**config.mk**
```make
export PLATFORM = sky130hd
export DESIGN_NAME = base19_text_adder_core
export DESIGN_NICKNAME = d
export VERILOG_FILES = /design/src/rtl/core/b19ta_pkg.sv /design/src/rtl/core/b19ta_front.sv /design/src/rtl/core/b19ta_queue.sv /design/src/rtl/core/b19ta_back.sv /design/src/rtl/core/base19_text_adder_core.sv
export VERILOG_INCLUDE_DIRS = /design/src /design/src/rtl/core
export SDC_FILE = /design/constraint.sdc
export NUM_CORES = 1
export LEC_CHECK = 0
export BUFFER_PORTS_ARGS = -buffer_cell sky130_fd_sc_hd__buf_4
export CAP_MARGIN = 20
export CORE_MARGIN = 4
export CORE_UTILIZATION = 50
export CTS_CLUSTER_SIZE = 25
export DETAILED_ROUTE_END_ITERATION = 16
export PLACE_DENSITY = 0.62
export SLEW_MARGIN = 20
export SYNTH_ARGS = -nofsm -noshare
export SYNTH_HDL_FRONTEND = slang
export SYNTH_SLANG_ARGS = --single-unit
```
**constraint.sdc**
```tcl
create_clock -name clock -period 12.3 [get_ports clock]
set_clock_uncertainty 0.1 [all_clocks]
set_input_delay 2.46 -clock clock [delete_from_list [all_inputs] [get_ports clock]]
set_output_delay 2.46 -clock clock [all_outputs]
set_load 0.01 [all_outputs]
```
**src/rtl/core/base19_text_adder_core_macros.svh**
```systemverilog
// Assertion macros for the core's RTL files (included by b19ta_back).
`ifndef BASE19_TEXT_ADDER_CORE_MACROS_SVH
`define BASE19_TEXT_ADDER_CORE_MACROS_SVH

`ifndef SYNTHESIS

// cond must hold at every rising clock edge outside reset
`define B19TA_ASSERT_ALWAYS(label, clk, rst, cond) \
   label: assert property (@(posedge clk) disable iff (rst) (cond)) \
      else $error("b19ta assertion failed");

// ante at an edge implies cons at the same edge
`define B19TA_ASSERT_IMPLIES(label, clk, rst, ante, cons) \
   label: assert property (@(posedge clk) disable iff (rst) (ante) |-> (cons)) \
      else $error("b19ta assertion failed");

`else

`define B19TA_ASSERT_ALWAYS(label, clk, rst, cond)
`define B19TA_ASSERT_IMPLIES(label, clk, rst, ante, cons)

`endif

`endif

```
**src/rtl/core/b19ta_pkg.sv**
```systemverilog
package b19ta_pkg;

   localparam int OPERAND_BITS   = 31;
   localparam int MAX_SUM_DIGITS = 8;
   localparam int SUM_BITS       = OPERAND_BITS + 1;
   localparam int DIGIT_BITS     = 5;
   localparam int CHAR_BITS      = 8;

   localparam logic [DIGIT_BITS-1:0] RADIX      = 5'd19;
   localparam logic [DIGIT_BITS-1:0] DEC_LIMIT  = 5'd10;
   localparam logic [CHAR_BITS-1:0]  CHAR_ZERO  = 8'd48;
   localparam logic [CHAR_BITS-1:0]  CHAR_NINE  = 8'd57;
   localparam logic [CHAR_BITS-1:0]  CHAR_A     = 8'd97;
   localparam logic [CHAR_BITS-1:0]  CHAR_I     = 8'd105;

   // divider consumes this many dividend bits per cycle
   localparam int DIV_STEP_BITS = 8;
   localparam int DIV_STEPS     = (SUM_BITS + DIV_STEP_BITS - 1) / DIV_STEP_BITS;
   localparam int DIV_BITS      = DIV_STEPS * DIV_STEP_BITS;
   localparam int STEP_BITS     = (DIV_STEPS > 1) ? $clog2(DIV_STEPS) : 1;

   localparam int CNT_BITS = $clog2(MAX_SUM_DIGITS + 1);
   localparam int IDX_BITS = $clog2(MAX_SUM_DIGITS);

   localparam int QUEUE_DEPTH = 2;
   localparam int QPTR_BITS   = $clog2(QUEUE_DEPTH);
   localparam int QCNT_BITS   = $clog2(QUEUE_DEPTH + 1);

   localparam logic [OPERAND_BITS-1:0] OPERAND_MAX = {OPERAND_BITS{1'b1}};

   typedef struct packed {
      logic [OPERAND_BITS-1:0] first;
      logic [OPERAND_BITS-1:0] second;
      logic                    overflow;
      logic                    invalid;
   } job_type;

   typedef struct packed {
      logic            push;
      job_type         push_job;
   } queue_wr_type;

   typedef struct packed {
      job_type         pop_job;
      logic            empty;
   } queue_rd_type;

   typedef struct packed {
      logic [DIGIT_BITS-1:0] digit;
      logic                  ok;
   } decoded_type;

   typedef enum logic [1:0] {
      BACK_IDLE,
      BACK_CONVERT,
      BACK_EMIT
   } back_state_type;

   function automatic decoded_type decode_char(input logic [CHAR_BITS-1:0] ch);
      decoded_type res;
      res.digit = '0;
      res.ok    = 1'b0;
      if (ch >= CHAR_ZERO && ch <= CHAR_NINE) begin
         res.digit = DIGIT_BITS'(ch - CHAR_ZERO);
         res.ok    = 1'b1;
      end else if (ch >= CHAR_A && ch <= CHAR_I) begin
         res.digit = DIGIT_BITS'(ch - CHAR_A) + DEC_LIMIT;
         res.ok    = 1'b1;
      end
      return res;
   endfunction

   function automatic logic [CHAR_BITS-1:0] encode_digit(input logic [DIGIT_BITS-1:0] d);
      logic [CHAR_BITS-1:0] res;
      if (d < DEC_LIMIT) begin
         res = CHAR_ZERO + CHAR_BITS'(d);
      end else begin
         res = CHAR_A + CHAR_BITS'(d - DEC_LIMIT);
      end
      return res;
   endfunction

endpackage

```
**src/rtl/core/b19ta_front.sv**
```systemverilog
module b19ta_front (
   input  logic                               clock,
   input  logic                               reset,
   input  logic                               req_valid,
   output logic                               req_stall,
   input  logic [b19ta_pkg::CHAR_BITS-1:0]    req_character,
   input  logic                               req_operand_end,
   output b19ta_pkg::queue_wr_type            queue_wr,
   input  logic                               queue_full
);
   import b19ta_pkg::*;

   localparam int WIDE_BITS = OPERAND_BITS + 5;

   logic [OPERAND_BITS-1:0] acc_ff, acc_in;
   logic [OPERAND_BITS-1:0] first_ff, first_in;
   logic                    second_ff, second_in;
   logic                    ovf_ff, ovf_in;
   logic                    inv_ff, inv_in;

   logic                    accept;
   decoded_type             dec;
   logic [WIDE_BITS-1:0]    wide;
   logic                    sat;
   logic [OPERAND_BITS-1:0] acc_new;
   logic                    ovf_now;
   logic                    inv_now;

   assign req_stall = queue_full;
   assign accept    = req_valid && !req_stall;

   // acc * 19 + digit, saturate when it leaves the operand range
   always_comb begin
      dec     = decode_char(req_character);
      wide    = {1'b0, acc_ff, 4'b0000} + {4'b0000, acc_ff, 1'b0} + {5'b00000, acc_ff}
              + WIDE_BITS'(dec.digit);
      sat     = |wide[WIDE_BITS-1:OPERAND_BITS];
      acc_new = sat ? OPERAND_MAX : wide[OPERAND_BITS-1:0];
      ovf_now = ovf_ff | sat;
      inv_now = inv_ff | !dec.ok;
   end

   always_comb begin
      acc_in    = acc_ff;
      first_in  = first_ff;
      second_in = second_ff;
      ovf_in    = ovf_ff;
      inv_in    = inv_ff;
      queue_wr.push              = 1'b0;
      queue_wr.push_job.first    = first_ff;
      queue_wr.push_job.second   = acc_new;
      queue_wr.push_job.overflow = ovf_now;
      queue_wr.push_job.invalid  = inv_now;
      if (accept) begin
         priority if (!req_operand_end) begin
            acc_in = acc_new;
            ovf_in = ovf_now;
            inv_in = inv_now;
         end else if (!second_ff) begin
            first_in  = acc_new;
            acc_in    = '0;
            second_in = 1'b1;
            ovf_in    = ovf_now;
            inv_in    = inv_now;
         end else begin
            // pair complete: hand it to the converter and start over
            queue_wr.push = 1'b1;
            acc_in    = '0;
            first_in  = '0;
            second_in = 1'b0;
            ovf_in    = 1'b0;
            inv_in    = 1'b0;
         end
      end
   end

   always_ff @(posedge clock) begin
      if (reset) begin
         acc_ff    <= '0;
         first_ff  <= '0;
         second_ff <= 1'b0;
         ovf_ff    <= 1'b0;
         inv_ff    <= 1'b0;
      end else begin
         acc_ff    <= acc_in;
         first_ff  <= first_in;
         second_ff <= second_in;
         ovf_ff    <= ovf_in;
         inv_ff    <= inv_in;
      end
   end

endmodule

```
**src/rtl/core/b19ta_queue.sv**
```systemverilog
module b19ta_queue (
   input  logic                    clock,
   input  logic                    reset,
   input  b19ta_pkg::queue_wr_type queue_wr,
   output logic                    queue_full,
   input  logic                    queue_pop,
   output b19ta_pkg::queue_rd_type queue_rd
);
   import b19ta_pkg::*;

   job_type                slot_ff [QUEUE_DEPTH];
   logic [QPTR_BITS-1:0]   wr_ptr_ff, wr_ptr_in;
   logic [QPTR_BITS-1:0]   rd_ptr_ff, rd_ptr_in;
   logic [QCNT_BITS-1:0]   cnt_ff, cnt_in;
   logic                   do_push;
   logic                   do_pop;

   assign queue_full = (cnt_ff == QCNT_BITS'(QUEUE_DEPTH));
   assign do_push    = queue_wr.push && !queue_full;
   assign do_pop     = queue_pop && (cnt_ff != '0);

   assign queue_rd.pop_job = slot_ff[rd_ptr_ff];
   assign queue_rd.empty   = (cnt_ff == '0);

   always_comb begin
      wr_ptr_in = wr_ptr_ff;
      rd_ptr_in = rd_ptr_ff;
      cnt_in    = cnt_ff;
      if (do_push) begin
         wr_ptr_in = (wr_ptr_ff == QPTR_BITS'(QUEUE_DEPTH - 1)) ? '0 : wr_ptr_ff + 1'b1;
      end
      if (do_pop) begin
         rd_ptr_in = (rd_ptr_ff == QPTR_BITS'(QUEUE_DEPTH - 1)) ? '0 : rd_ptr_ff + 1'b1;
      end
      unique case ({do_push, do_pop})
         2'b10:   cnt_in = cnt_ff + 1'b1;
         2'b01:   cnt_in = cnt_ff - 1'b1;
         default: cnt_in = cnt_ff;
      endcase
   end

   always_ff @(posedge clock) begin
      if (reset) begin
         wr_ptr_ff <= '0;
         rd_ptr_ff <= '0;
         cnt_ff    <= '0;
      end else begin
         wr_ptr_ff <= wr_ptr_in;
         rd_ptr_ff <= rd_ptr_in;
         cnt_ff    <= cnt_in;
      end
   end

   always_ff @(posedge clock) begin
      if (do_push) begin
         slot_ff[wr_ptr_ff] <= queue_wr.push_job;
      end
   end

endmodule

```
**src/rtl/core/b19ta_back.sv**
```systemverilog
`include "base19_text_adder_core_macros.svh"

module b19ta_back (
   input  logic                               clock,
   input  logic                               reset,
   input  b19ta_pkg::queue_rd_type            queue_rd,
   output logic                               queue_pop,
   output logic                               rsp_valid,
   input  logic                               rsp_stall,
   output logic [b19ta_pkg::CHAR_BITS-1:0]    rsp_sum_character,
   output logic                               rsp_last_digit,
   output logic                               rsp_overflow,
   output logic                               rsp_invalid
);
   import b19ta_pkg::*;

   back_state_type          state_ff, state_in;
   logic [DIV_BITS-1:0]     work_ff, work_in;
   logic [DIGIT_BITS-1:0]   rem_ff, rem_in;
   logic [STEP_BITS-1:0]    step_ff, step_in;
   logic [CNT_BITS-1:0]     count_ff, count_in;
   logic                    ovf_ff, ovf_in;
   logic                    inv_ff, inv_in;
   logic [DIGIT_BITS-1:0]   digits_ff [MAX_SUM_DIGITS];

   logic                    rsp_valid_ff, rsp_valid_in;
   logic [CHAR_BITS-1:0]    char_ff, char_in;
   logic                    last_ff, last_in;
   logic                    rovf_ff, rovf_in;
   logic                    rinv_ff, rinv_in;

   logic [DIV_BITS-1:0]     work_step;
   logic [DIGIT_BITS-1:0]   rem_step;
   logic [DIV_STEP_BITS-1:0] quot_bits;
   logic                    step_last;
   logic                    conv_done;
   logic                    digit_wr;
   logic                    out_load;
   logic [IDX_BITS-1:0]     rd_idx;
   logic [SUM_BITS-1:0]     sum;

   assign sum       = SUM_BITS'(queue_rd.pop_job.first) + SUM_BITS'(queue_rd.pop_job.second);
   assign step_last = (step_ff == STEP_BITS'(DIV_STEPS - 1));
   assign rd_idx    = IDX_BITS'(count_ff - 1'b1);
   assign out_load  = (state_ff == BACK_EMIT) && (!rsp_valid_ff || !rsp_stall);

   // restoring division by 19, several dividend bits per cycle; quotient bits
   // shift in at the bottom as dividend bits leave the top
   always_comb begin
      logic [DIGIT_BITS:0] r;
      r         = {1'b0, rem_ff};
      quot_bits = '0;
      for (int i = 0; i < DIV_STEP_BITS; i++) begin
         r = {r[DIGIT_BITS-1:0], work_ff[DIV_BITS-1-i]};
         if (r >= {1'b0, RADIX}) begin
            r = r - {1'b0, RADIX};
            quot_bits[DIV_STEP_BITS-1-i] = 1'b1;
         end
      end
      rem_step  = r[DIGIT_BITS-1:0];
      work_step = {work_ff[DIV_BITS-DIV_STEP_BITS-1:0], quot_bits};
   end

   assign conv_done = (work_step == '0) || (count_ff == CNT_BITS'(MAX_SUM_DIGITS - 1));

   // next state
   always_comb begin
      state_in = state_ff;
      unique case (state_ff)
         BACK_IDLE: begin
            if (!queue_rd.empty) begin
               state_in = BACK_CONVERT;
            end
         end
         BACK_CONVERT: begin
            if (step_last && conv_done) begin
               state_in = BACK_EMIT;
            end
         end
         BACK_EMIT: begin
            if (out_load && count_ff == CNT_BITS'(1)) begin
               state_in = BACK_IDLE;
            end
         end
         default: state_in = BACK_IDLE;
      endcase
   end

   // datapath and outputs
   always_comb begin
      queue_pop    = 1'b0;
      work_in      = work_ff;
      rem_in       = rem_ff;
      step_in      = step_ff;
      count_in     = count_ff;
      ovf_in       = ovf_ff;
      inv_in       = inv_ff;
      digit_wr     = 1'b0;
      rsp_valid_in = rsp_valid_ff;
      char_in      = char_ff;
      last_in      = last_ff;
      rovf_in      = rovf_ff;
      rinv_in      = rinv_ff;

      if (rsp_valid_ff && !rsp_stall) begin
         rsp_valid_in = 1'b0;
      end

      unique case (state_ff)
         BACK_IDLE: begin
            if (!queue_rd.empty) begin
               queue_pop = 1'b1;
               work_in   = DIV_BITS'(sum);
               rem_in    = '0;
               step_in   = '0;
               count_in  = '0;
               ovf_in    = queue_rd.pop_job.overflow;
               inv_in    = queue_rd.pop_job.invalid;
            end
         end
         BACK_CONVERT: begin
            work_in = work_step;
            if (step_last) begin
               digit_wr = 1'b1;
               count_in = count_ff + 1'b1;
               rem_in   = '0;
               step_in  = '0;
               // sum has more digits than fit: keep the low ones, flag it
               if (conv_done && work_step != '0) begin
                  ovf_in = 1'b1;
               end
            end else begin
               rem_in  = rem_step;
               step_in = step_ff + 1'b1;
            end
         end
         BACK_EMIT: begin
            if (out_load) begin
               rsp_valid_in = 1'b1;
               char_in      = encode_digit(digits_ff[rd_idx]);
               last_in      = (count_ff == CNT_BITS'(1));
               rovf_in      = ovf_ff;
               rinv_in      = inv_ff;
               count_in     = count_ff - 1'b1;
            end
         end
         default: begin
         end
      endcase
   end

   always_ff @(posedge clock) begin
      if (reset) begin
         state_ff     <= BACK_IDLE;
         step_ff      <= '0;
         count_ff     <= '0;
         rsp_valid_ff <= 1'b0;
      end else begin
         state_ff     <= state_in;
         step_ff      <= step_in;
         count_ff     <= count_in;
         rsp_valid_ff <= rsp_valid_in;
      end
   end

   always_ff @(posedge clock) begin
      work_ff <= work_in;
      rem_ff  <= rem_in;
      ovf_ff  <= ovf_in;
      inv_ff  <= inv_in;
      char_ff <= char_in;
      last_ff <= last_in;
      rovf_ff <= rovf_in;
      rinv_ff <= rinv_in;
      if (digit_wr) begin
         digits_ff[count_ff[IDX_BITS-1:0]] <= rem_step;
      end
   end

   assign rsp_valid         = rsp_valid_ff;
   assign rsp_sum_character = char_ff;
   assign rsp_last_digit    = last_ff;
   assign rsp_overflow      = rovf_ff;
   assign rsp_invalid       = rinv_ff;

   `B19TA_ASSERT_ALWAYS(a_count_in_range, clock, reset, count_ff <= CNT_BITS'(MAX_SUM_DIGITS))
   `B19TA_ASSERT_IMPLIES(a_emit_has_digits, clock, reset, state_ff == BACK_EMIT, count_ff != '0)
   `B19TA_ASSERT_IMPLIES(a_convert_room, clock, reset, state_ff == BACK_CONVERT, count_ff < CNT_BITS'(MAX_SUM_DIGITS))

endmodule

```
**src/rtl/core/base19_text_adder_core.sv**
```systemverilog
// Channel   Handshake                 Payload
// req       req_valid / req_stall     req_character, req_operand_end
// rsp       rsp_valid / rsp_stall     rsp_sum_character, rsp_last_digit,
//                                     rsp_overflow, rsp_invalid
//
// Characters are taken one per cycle while the pair queue has room.
// Each pair is popped from the queue into the divide-by-19 unit, which works out
// the sum digits one by one and handles DIV_STEP_BITS dividend bits a cycle;
// digits then leave at one per cycle from the output register while rsp_stall is low.
// Reset is synchronous and clears all control state; the digit store is not reset.
// req_stall rises only when the two-entry pair queue is full.
module base19_text_adder_core (
   input  logic       clock,
   input  logic       reset,
   input  logic       req_valid,
   output logic       req_stall,
   input  logic [7:0] req_character,
   input  logic       req_operand_end,
   output logic       rsp_valid,
   input  logic       rsp_stall,
   output logic [7:0] rsp_sum_character,
   output logic       rsp_last_digit,
   output logic       rsp_overflow,
   output logic       rsp_invalid
);
   import b19ta_pkg::*;

   queue_wr_type queue_wr;
   queue_rd_type queue_rd;
   logic         queue_full;
   logic         queue_pop;

   b19ta_front u_front (
      .clock           (clock),
      .reset           (reset),
      .req_valid       (req_valid),
      .req_stall       (req_stall),
      .req_character   (req_character),
      .req_operand_end (req_operand_end),
      .queue_wr        (queue_wr),
      .queue_full      (queue_full)
   );

   b19ta_queue u_queue (
      .clock      (clock),
      .reset      (reset),
      .queue_wr   (queue_wr),
      .queue_full (queue_full),
      .queue_pop  (queue_pop),
      .queue_rd   (queue_rd)
   );

   b19ta_back u_back (
      .clock             (clock),
      .reset             (reset),
      .queue_rd          (queue_rd),
      .queue_pop         (queue_pop),
      .rsp_valid         (rsp_valid),
      .rsp_stall         (rsp_stall),
      .rsp_sum_character (rsp_sum_character),
      .rsp_last_digit    (rsp_last_digit),
      .rsp_overflow      (rsp_overflow),
      .rsp_invalid       (rsp_invalid)
   );

endmodule

```
==> summary.txt <==
STA
  – Worst-case headroom to the max-slew limit: 0.3028
  – Total negative slack for setup checks: 0 ns
  – Max Clk Rate: 88.73 MHz
  – Fin crit period: 11.27 ns
  – Number of hold violations in the final report: 0
  – Period utilization: 0.9163
  – Worst-margin pin slew: 1.043 ns
  – Final setup vio count: 0
  – Setup repair after global routing missed its margin: no
  – Max Slew Vio Count: 0

Logic synthesis
  – Prevailing post-synth register cell: sky130_fd_sc_hd__edfxtp_1
  – Average size of a mapped cell: 11.58 µm²
  – Area contributors post-synth: sky130_fd_sc_hd__edfxtp_1 (39%), sky130_fd_sc_hd__dfxtp_1 (9.3%), sky130_fd_sc_hd__ha_1 (8.8%)
  – Share of the synthesized area in the top cell type: 0.3866
  – Library cell occupying the most area in the post-synthesis netlist: sky130_fd_sc_hd__edfxtp_1
  – Post-synth EDFFs: 218
  – Number of synthesis warnings: 0
  – Post-synth cell types: 97
  – Fraction of registers with async set/reset: 0
  – Synthesized Nets: 1627
  – Post-synthesis cell count: 1462
  – Post-synthesis sequential area ratio: 0.4799
  – Number of synthesized register bits: 297
  – Cell area after synthesis: 16930 µm²

Layout
  – Area grow syn2layout: 9.627%
  – Commonest non-fill, non-tap cell in the layout: sky130_fd_sc_hd__edfxtp_1
  – Inserted Diodes: 0
  – Top library cells by usage in the layout, fill and taps aside: sky130_fd_sc_hd__edfxtp_1 (218), sky130_fd_sc_hd__ha_1 (118), sky130_fd_sc_hd__nand2_1 (106)
  – Fill cells: 2838
  – Final cell count without fillers: 1954
  – Post-layout utilization of the core: 0.5550
  – Final Net Count: 1647
  – Fraction of layout cells with a size suffix above 1: 0.1348

Worst setup path
  – Worst stage delay on the critical path: 0.57 ns
  – Crit path required time: 12.50 ns
  – CP Data Arrival Time: ~11 ns
  – Type of element capturing the critical path: register
  – Worst-path maximum fanout: 9
  – Kind of critical path: reg2reg
  – Largest delay share family, worst path: compound AO/OA/AOI/OAI gates
  – Type of element launching the critical path: register
  – Total buffers and inverters traversed by the critical path: 2
  – Slowest cell on crit path: sky130_fd_sc_hd__o41ai_1
  – Crit path top cell by count: sky130_fd_sc_hd__ha_1

Floorplanning
  – Die span in y: 192.0 µm
  – Row count: 67
  – DIE AREA: around 37000 µm²
  – Placeable core area: 33450 µm²
  – # IOs: 26
  – Die Wd: 192.0 µm
  – Effective utilization at floorplan: 0.5063

CTS
  – Number of H-tree levels: 1
  – Post-CTS resize count: 0
  – Cell at the root of the clock tree: sky130_fd_sc_hd__clkbuf_16
  – Number of buffers inserted by hold repair at cts: 0
  – Clk sink count: 297
  – Inserted Clock Buffers: 30
  – CTS tree: yes
  – Later-pin clock latency in the skew report: 0.57 ns
  – Post-CTS Setup Inserts: 0
  – Clock transition time at the flip-flop clock pins of the worst setup and hold paths: roughly 0.070 ns
  – Clk buf depth: 3

Detailed routing
  – Vias per inst: 5.650
  – Total routed wirelength: 34.75 mm
  – DR pass1 iterations: 5
  – Overall via count from detail_route: around 11000
  – Number of remaining DRC errors: 0
  – Number of routed nets with antenna violations: 0
  – Drt wl/cell: between 15 and 20 µm
  – DR iter-0 viols: 588

Global routing
  – Global-route wire length before repair: around 57 mm
  – Overall overflow remaining after global route: 0
  – Via count of the first global-routing pass: between 10000 and 15000
  – Global router's overall resource usage: 0.1919
  – Initial antenna violation count: 1
  – Largest net degree at the start of global routing: 65

Place
  – Number of cells after detailed placement: 1898
  – Buffers added on ports: 25
  – Weighted congestion reported at the end of routability-driven placement: between 0.8 and 0.9
  – Detailed Place HPWL: roughly 25 mm

Worst hold path
  – Hold crit path type: reg2reg

Job
  – Max Cap Violations: 0

Outcome
  – Run status: finished, final reports clean
-- Yosys cell counts, types with 13 or more instances --
master / instances
sky130_fd_sc_hd__nand2b_1: 13
sky130_fd_sc_hd__dfxtp_1: 79
sky130_fd_sc_hd__o21ai_0: 88
sky130_fd_sc_hd__or3_1: 32
sky130_fd_sc_hd__a21o_1: 19
sky130_fd_sc_hd__edfxtp_1: 218
sky130_fd_sc_hd__mux2i_1: 17
sky130_fd_sc_hd__xnor2_1: 48
sky130_fd_sc_hd__a22o_1: 35
sky130_fd_sc_hd__fa_1: 33
sky130_fd_sc_hd__nor2_1: 81
sky130_fd_sc_hd__nor3b_1: 17
sky130_fd_sc_hd__inv_1: 83
sky130_fd_sc_hd__o21bai_1: 15
sky130_fd_sc_hd__a21oi_1: 72
sky130_fd_sc_hd__ha_1: 119
sky130_fd_sc_hd__nor3_1: 23
sky130_fd_sc_hd__mux2_2: 64
sky130_fd_sc_hd__xor2_1: 19
sky130_fd_sc_hd__nand2_1: 106
sky130_fd_sc_hd__clkbuf_1: 39
sky130_fd_sc_hd__nand3_1: 21
-- metal layers --
metal	vias to the layer above	GRT usage	share of wire
li1	5510	-	-
met1	5327	0.2625	0.47
met2	158	0.3287	0.48
met3	45	0.02363	0.032
met4	0	0.04498	0.019
met5	-	0	0
-- worst register-to-register path, delay by kind of cell (launching register included) --
family,cells,cell delay [ns]
fa+ha+maj,8,2.18
buf+inv,2,0.22
flops,1,0.46
simple gates,8,2.49
xor+xnor,6,1.06
compound gates,16,4.51
-- cell type report --
| type | count | area [µm²] | share of cell area |
|---|---|---|---|
| Multi-Input combinational cell | 1037 | 8364 | 0.4505 |
| Sequential cell | 297 | 8129 | 0.4379 |
| Clock buffer | 43 | 854.6 | 0.04603 |
| Tap cell | 448 | 560.5 | 0.03019 |
| Inverter | 83 | 311.5 | 0.01678 |
| Timing Repair Buffer | 33 | 247.7 | 0.01334 |
| Clock inverter | 13 | 97.59 | 0.005257 |
-- path summary, 6_finish.rpt --
check	slack (ns)	endpoint	from	cells after the start
worst max register to register	1.03	u_back.digits_ff[5][2]$_DFFE_PP_	u_back.work_ff[31]$_DFFE_PP_	40
worst min register to register	0.35	u_front.ovf_ff$_SDFFE_PP0P_	u_front.ovf_ff$_SDFFE_PP0P_	2
worst max-delay path	1.03	u_back.digits_ff[5][2]$_DFFE_PP_	u_back.work_ff[31]$_DFFE_PP_	40
worst min-delay path	0.35	u_front.ovf_ff$_SDFFE_PP0P_	u_front.ovf_ff$_SDFFE_PP0P_	2
-- state kept, by name (all words and copies together), names as in the netlist, 2 cells and up, named ones only --
name and cells:
u_back.state_ff 2, u_back.work_ff 32, u_front.acc_ff 31, u_back.rsp_sum_character 8
u_back.rem_ff 5, u_back.digits_ff 40, u_queue.cnt_ff 2, u_front.first_ff 31
u_back.step_ff 2, u_queue.slot_ff 128, u_back.count_ff 4
-- cell families (layout without fill, tap and decap cells) --
kind of cell,after synthesis,after routing,synth area share
AOI/OAI and AO/OA,361,361,0.1493
and+or+nand+nor,359,359,0.1069
DFF,297,297,0.4799
adders and majority gates,152,152,0.1269
buffers and inverters,128,172,0.02933
muxes,96,96,0.07100
xor gates and xnor gates,69,69,0.03657
-- stage by stage --
| step | setup slack, ns | hold WS (ns) | instance area (µm²) |
|---|---|---|---|
| after floorplan | 2.350 | 0.3003 | 16940 |
| after global placement | 1.427 | 0.3302 | 17610 |
| after detailed placement | 1.119 | 0.3360 | 17610 |
| after CTS | 1.105 | 0.3518 | 18570 |
| after global routing | 0.3428 | 0.3640 | 18570 |
| final | 1.030 | 0.3475 | 18570 |
Power is left out: the tool's default activity adds up to more than one toggle a clock period on the data nets, which glitch-free logic cannot reach.
